===== src/hw/rtl/ntage_pkg.sv =====
// Shared types and constants for the neighbour table with aging.
package ntage_pkg;

	localparam int unsigned AddrW            = 32;
	localparam int unsigned PortW            = 2;
	localparam int unsigned AgeW             = 16;
	localparam int unsigned CountW           = 5;
	localparam int unsigned CountMax         = 31;
	localparam int unsigned NeighborsDefault = 16;
	localparam int unsigned NbrPorts         = 4;
	localparam logic [AgeW-1:0] DeadTicksReset = AgeW'(15);
	localparam logic [AgeW-1:0] AgeMax         = {AgeW{1'b1}};

	typedef logic [AddrW-1:0]  addr_t;
	typedef logic [PortW-1:0]  port_t;
	typedef logic [AgeW-1:0]   age_t;
	typedef logic [CountW-1:0] count_t;

	typedef enum logic {
		ModeHello = 1'b0,
		ModeTick  = 1'b1
	} mode_t;

	typedef struct packed {
		port_t port;
		addr_t addr;
		addr_t router;
		addr_t mask;
	} entry_t;

endpackage


===== src/hw/rtl/neighbor_table_with_aging.sv =====
// Top level of the neighbour table with dead-interval aging.
// The block takes one hello or tick item on every clock cycle in which start is high; busy
// never rises. Each item gives one result on done. While the item sits in the input register,
// it is matched against the whole table, and the table flip-flops are updated as it leaves
// that register. The valid entries are then counted into the result register, which drives
// done and the result ports. Results follow each other at the input rate and the receiver
// cannot stall them. A dead_ticks write is taken on cfg_valid while no item sits in the input
// register.
module neighbor_table_with_aging #(
	parameter int unsigned NEIGHBORS = ntage_pkg::NeighborsDefault
) (
	input  logic               clk,
	input  logic               arst_n,
	input  logic               start,
	output logic               busy,
	input  logic               mode,
	input  ntage_pkg::port_t   port,
	input  ntage_pkg::addr_t   src_addr,
	input  ntage_pkg::addr_t   router_ident,
	input  ntage_pkg::addr_t   net_mask,
	output logic               done,
	output logic               changed,
	output logic               dropped,
	output ntage_pkg::count_t  neighbor_count,
	input  logic               cfg_valid,
	output logic               cfg_ready,
	input  ntage_pkg::age_t    cfg_data
);
	import ntage_pkg::*;

	localparam int unsigned PopW = $clog2(NEIGHBORS + 1);

	// Input register
	logic   valid_s1;
	logic   mode_s1;
	entry_t item_s1;

	// Table
	logic [NEIGHBORS-1:0] valid_q;
	entry_t               entry_q [NEIGHBORS];
	age_t                 age_q   [NEIGHBORS];
	age_t                 dead_ticks_q;

	// Update stage outputs
	logic valid_s2;
	logic changed_s2;
	logic dropped_s2;

	// Result register
	logic   done_q;
	logic   changed_q;
	logic   dropped_q;
	count_t count_q;

	logic [NEIGHBORS-1:0] hit_v;
	logic [NEIGHBORS-1:0] free_v;
	logic [NEIGHBORS-1:0] ins_oh;
	logic [NEIGHBORS-1:0] valid_d;
	age_t                 age_d [NEIGHBORS];
	logic                 port_ok;
	logic                 chg_d;
	logic                 drp_d;
	logic [PopW-1:0]      pop;
	count_t               count_d;

	assign busy      = 1'b0;
	assign cfg_ready = ~valid_s1;

	always_ff @(posedge clk or negedge arst_n) begin
		if (!arst_n) begin
			dead_ticks_q <= DeadTicksReset;
		end else if (cfg_valid && cfg_ready) begin
			dead_ticks_q <= cfg_data;
		end
	end

	always_ff @(posedge clk or negedge arst_n) begin
		if (!arst_n) begin
			valid_s1 <= 1'b0;
		end else begin
			valid_s1 <= start & ~busy;
		end
	end

	always_ff @(posedge clk) begin
		if (start && !busy) begin
			mode_s1        <= mode;
			item_s1.port   <= port;
			item_s1.addr   <= src_addr;
			item_s1.router <= router_ident;
			item_s1.mask   <= net_mask;
		end
	end

	assign port_ok = 32'(item_s1.port) < 32'(NbrPorts);

	always_comb begin
		for (int i = 0; i < NEIGHBORS; i++) begin
			hit_v[i] = valid_q[i] && (entry_q[i].port == item_s1.port)
				&& (entry_q[i].addr == item_s1.addr);
		end
		free_v = ~valid_q;
	end

	// Lowest free entry as a one-hot vector.
	assign ins_oh = free_v & (~free_v + NEIGHBORS'(1));

	always_comb begin
		valid_d = valid_q;
		chg_d   = 1'b0;
		drp_d   = 1'b0;
		for (int i = 0; i < NEIGHBORS; i++) begin
			age_d[i] = age_q[i];
		end
		if (valid_s1) begin
			if (mode_s1 == ModeTick) begin
				for (int i = 0; i < NEIGHBORS; i++) begin
					if (valid_q[i]) begin
						if (age_q[i] > dead_ticks_q) begin
							valid_d[i] = 1'b0;
							chg_d      = 1'b1;
						end else if (age_q[i] != AgeMax) begin
							age_d[i] = age_q[i] + AgeW'(1);
						end
					end
				end
			end else if (port_ok) begin
				if (|hit_v) begin
					for (int i = 0; i < NEIGHBORS; i++) begin
						if (hit_v[i]) begin
							age_d[i] = '0;
						end
					end
				end else if (|free_v) begin
					valid_d = valid_q | ins_oh;
					chg_d   = 1'b1;
					for (int i = 0; i < NEIGHBORS; i++) begin
						if (ins_oh[i]) begin
							age_d[i] = '0;
						end
					end
				end else begin
					drp_d = 1'b1;
				end
			end
		end
	end

	always_ff @(posedge clk or negedge arst_n) begin
		if (!arst_n) begin
			valid_q  <= '0;
			valid_s2 <= 1'b0;
		end else begin
			valid_q  <= valid_d;
			valid_s2 <= valid_s1;
		end
	end

	// Entry contents are written only when an entry is taken.
	always_ff @(posedge clk) begin
		changed_s2 <= chg_d;
		dropped_s2 <= drp_d;
		for (int i = 0; i < NEIGHBORS; i++) begin
			age_q[i] <= age_d[i];
			if (valid_s1 && (mode_s1 == ModeHello) && port_ok && !(|hit_v) && ins_oh[i]) begin
				entry_q[i] <= item_s1;
			end
		end
	end

	// The table already holds this item's outcome while the next item is being matched.
	always_comb begin
		pop = '0;
		for (int i = 0; i < NEIGHBORS; i++) begin
			pop = pop + PopW'(valid_q[i]);
		end
		if (32'(pop) > 32'(CountMax)) begin
			count_d = CountW'(CountMax);
		end else begin
			count_d = CountW'(pop);
		end
	end

	always_ff @(posedge clk or negedge arst_n) begin
		if (!arst_n) begin
			done_q <= 1'b0;
		end else begin
			done_q <= valid_s2;
		end
	end

	always_ff @(posedge clk) begin
		if (valid_s2) begin
			changed_q <= changed_s2;
			dropped_q <= dropped_s2;
			count_q   <= count_d;
		end
	end

	assign done           = done_q;
	assign changed        = changed_q;
	assign dropped        = dropped_q;
	assign neighbor_count = count_q;

endmodule

===== config.mk =====
export PLATFORM = sky130hd
export DESIGN_NAME = neighbor_table_with_aging
export DESIGN_NICKNAME = d
export VERILOG_FILES = /design/src/hw/rtl/ntage_pkg.sv /design/src/hw/rtl/neighbor_table_with_aging.sv
export SDC_FILE = /design/constraint.sdc
export NUM_CORES = 2
export LEC_CHECK = 0
export CORE_MARGIN = 4
export CORE_UTILIZATION = 60
export DETAILED_ROUTE_END_ITERATION = 8
export DONT_BUFFER_PORTS = 1
export PLACE_DENSITY = 0.76
export SKIP_LAST_GASP = 1
export SLEW_MARGIN = 20
export SYNTH_ARGS = -nofsm -noshare
export SYNTH_HDL_FRONTEND = slang
export SYNTH_SLANG_ARGS = --single-unit

===== constraint.sdc =====
create_clock -name clk -period 7.48 [get_ports clk]
set_clock_uncertainty 0.05 [all_clocks]
set_input_delay 0.748 -clock clk [delete_from_list [all_inputs] [get_ports clk]]
set_output_delay 0.748 -clock clk [all_outputs]
set_load 0.02 [all_outputs]

==> out/results.tsv <==
metric	value	unit
status	finished, final reports clean	
fraction of the yosys area taken by sequential cells	57.9	%
buffers from clock root to sink, at most	3	
level count of the clock H-tree	3	
Cell Int Power	8790	µW
crit path launch type	flop	
count of filler cells inserted in the layout	5395	
Slowest-stage cell, CP	sky130_fd_sc_hd__edfxtp_1	
port buffer count	0	
CTS Root Cell	sky130_fd_sc_hd__clkbuf_16	
Detail Route Antenna Nets	0	
reported max-cap violation count	0	
combinational group share of total power	12.4	%
post-layout minimum cycle time	5.55	ns
Avg Vias per Cell	6.12	
crit-path max FO	34	
final weighted congestion of routability-driven global placement	0.872	
TritonCTS clock tree	built	
worst min-delay path category	input pin to flop	
total track usage	26.7	%
sequential cell area	26200	µm²
YS warnings	0	
type of the setup path with the least slack	flop to flop	
setup tns final	0	ns
post-layout worst setup margin	1.93	ns
Switch Pwr	3070	µW
placed wire-length estimate	64.9	mm
die height	283	µm
share of the synthesized area in the top cell type	55.9	%
count of pins over their slew limit	0	
Yosys top cell by area	sky130_fd_sc_hd__edfxtp_1	
synthesis-stage register bit count	879	
detailed-route wire length	106	mm
core region area	74600	µm²
EDFF count, synth	842	
Area after DPL	46300	µm²
commonest non-fill, non-tap cell in the layout	sky130_fd_sc_hd__edfxtp_1	
effective utilization at floorplan	60.7	%
Die Outline Area	79800	µm²
synth-to-layout area growth	9.47	%
minimum setup slack after placement	2.05	ns
number of instances resized during post-cts repair	0	
number of inserted diodes	0	
clock group share of total power	39.0	%
Post-Syn Area	45200	µm²
Worst Path Buf+Inv	3	
CP cell instances	buf_4, xor2_1, nor4_1, nand4_1, nor4_1, buf_4, or3_1, nor4_4, nand3_1, buf_4, nor2_4	
Leakage	0.0172	µW
Net Sw Frac	25.8	%
actual transition at the worst max-transition pin	1.09	ns
worst slew slack as a fraction of its limit	26.9	%
vias after detailed routing	28449	
instance count of the mapped netlist	3555	
commonest non-fill, non-tap cells in the layout	842 x sky130_fd_sc_hd__edfxtp_1, 376 x sky130_fd_sc_hd__xor2_1, 366 x sky130_fd_sc_hd__xnor2_1	
setup repair after global routing missed its margin	no	
Distinct cells, synth	75	
ratio of cells with drive above 1 in the final layout	7.01	%
most used flip-flop cell after synthesis	sky130_fd_sc_hd__edfxtp_1	
vias in the first global route	27933	
cell type group with the largest total delay on the critical path	simple AND/OR/NAND/NOR gates	
Worst VDD drop	258	µV
Die W	283	µm
highest clock frequency the design can meet	0.180	GHz
initial antenna violation count	2	
area of the multi-input gates	18000	µm²
cell area after layout	49500	µm²
Post-synth ARST share	3.98	%
clock sink count	879	
largest stage delay on the critical path	0.93	ns
detailed router's first-iteration violation count	2421	
total I/O pin count	129	
NumNets Final	4012	
Pre-antenna DRT Iters	6	
wire length per cell	22.7	µm
Post-Synthesis Net Count	3964	
Req. time, crit path	7.69	ns
clock input transition at the sequential cells of the worst setup and hold paths	0.06	ns
clock insertion delay at the later pin of the skew report	0.67	ns
data arrival time of the worst path	5.76	ns
# DRC	0	
most common cell type on the critical path	sky130_fd_sc_hd__buf_4	
Finish-stage setup viols	0	
dominant cells by area after synthesis	sky130_fd_sc_hd__edfxtp_1 56%, sky130_fd_sc_hd__ha_1 7.7%, sky130_fd_sc_hd__xor2_1 7.3%	
Site Rows	100	
worst-case hold slack	0.110	ns
kind of end point of the critical path	flop	
number of hold violations in the final report	0	
total gr overflow	0	
final clock period utilization by the worst path	74.2	%
Sequential Power Share	48.7	%
first-pass GRT wire length	163	mm
Inserted Clock Buffers	92	
Mapped Avg Cell Area	12.7	µm²
areal power density over the cells	240	nW/µm²
pin count of the biggest net entering global routing	117	
## routing by layer
layer | up-vias | share of wire (%) | GRT usage, %
met5 | - | 0 | 0
met4 | 0 | 3.2 | 8.95
met3 | 232 | 7.3 | 4.50
met2 | 1022 | 47 | 43.7
met1 | 14079 | 42 | 36.7
li1 | 13116 | - | -
## cell families (layout without fill, tap and decap cells)
family,Yosys count,in the layout,synth area share [%]
muxes,2,2,0.0470
other,1,1,0.00829
and+or+nand+nor,1072,1072,12.0
AOI/OAI and AO/OA,342,342,4.84
buffers and inverters,227,351,2.62
adders and majority gates,290,290,8.19
DFF,879,879,57.9
xor gates and xnor gates,742,742,14.4
## stage by stage
step	power [µW]	utilization [%]	cells
floorplan	6820	-	3555
global placement	7260	62.1	4472
detailed placement	7310	62.1	4472
CTS	11900	66.3	4644
global route	12300	66.4	4648
finish	11900	66.4	4648
## worst paths after layout
check / depth (start not counted) / to / slack, ns / from
worst max-delay path: 11 / entry_q[0][281] / 1.93 / item_s1[84]
worst min-delay path: 0 / valid_s1 / 0.11 / start
worst max register to register: 11 / entry_q[0][281] / 1.93 / item_s1[84]
worst min register to register: 0 / changed / 0.37 / changed_s2
max in group asynchronous: 2 / dead_ticks_q[1] / 6.52 / arst_n
min in group asynchronous: 2 / dead_ticks_q[12] / 0.60 / arst_n
## area by class of cell
type / count / share of cell area, %
Clock inverter: 55 / 1.32
Timing Repair Buffer: 92 / 1.47
Inverter: 89 / 0.690
Sequential cell: 879 / 52.9
Clock buffer: 115 / 4.88
Tap cell: 969 / 2.45
Multi-Input combinational cell: 2449 / 36.3
## timing repair
| action | CTS | global route |
|---|---|---|
| hold buffers | 2 | 0 |
| setup buffers | 0 | 0 |
| hold endpoints to repair | 35 | 0 |
## power groups by stage
stage / Combinational [µW] / Sequential [µW] / Clock (µW)
floorplan: 991 / 5830 / 0
detailed placement: 1430 / 5880 / 0
finish: 1470 / 5770 / 4620
global route: 1620 / 5790 / 4900
global placement: 1390 / 5870 / 0
CTS: 1450 / 5780 / 4680
## registers in the layout (all words and copies together), names as in the netlist
name / cells
valid_s2: 1
dropped_s2: 1
neighbor_count: 5
valid_q: 16
valid_s1: 1
dead_ticks_q: 16
dropped: 1
item_s1: 34
done: 1
age_q: 256
changed: 1
changed_s2: 1
mode_s1: 1
entry_q: 544
## cell usage after synthesis (all sizes together) (4+ instances only)
master,number
o211ai,12
o21ai,77
nor2,293
dfrtp,31
a21o,35
and3,45
a2111oi,4
nand2,168
nand3,136
ha,280
a21oi,115
and2,44
clkbuf,61
a211oi,8
inv,89
or3,28
nor3,40
xnor2,366
a2111o,4
a221oi,7
xor2,376
o21a,14
o2111ai,5
and4,18
buf,77
or4,7
nand2b,8
fa,10
a221o,4
edfxtp,842
or2,5
o22ai,5
o31ai,5
a31oi,7
a211o,4
dfstp,4
nand4,173
nor2b,21
nor4,81
## worst register-to-register path, stage by stage (launching register included)
cell and delay, ns:
sky130_fd_sc_hd__edfxtp_1 0.93, sky130_fd_sc_hd__buf_4 0.48, sky130_fd_sc_hd__xor2_1 0.24, sky130_fd_sc_hd__nor4_1 0.09, sky130_fd_sc_hd__nand4_1 0.11, sky130_fd_sc_hd__nor4_1 0.06, sky130_fd_sc_hd__buf_4 0.17, sky130_fd_sc_hd__or3_1 0.39
sky130_fd_sc_hd__nor4_4 0.78, sky130_fd_sc_hd__nand3_1 0.63, sky130_fd_sc_hd__buf_4 0.42, sky130_fd_sc_hd__nor2_4 0.77
No activity file was read; power rests on OpenSTA's default activity.
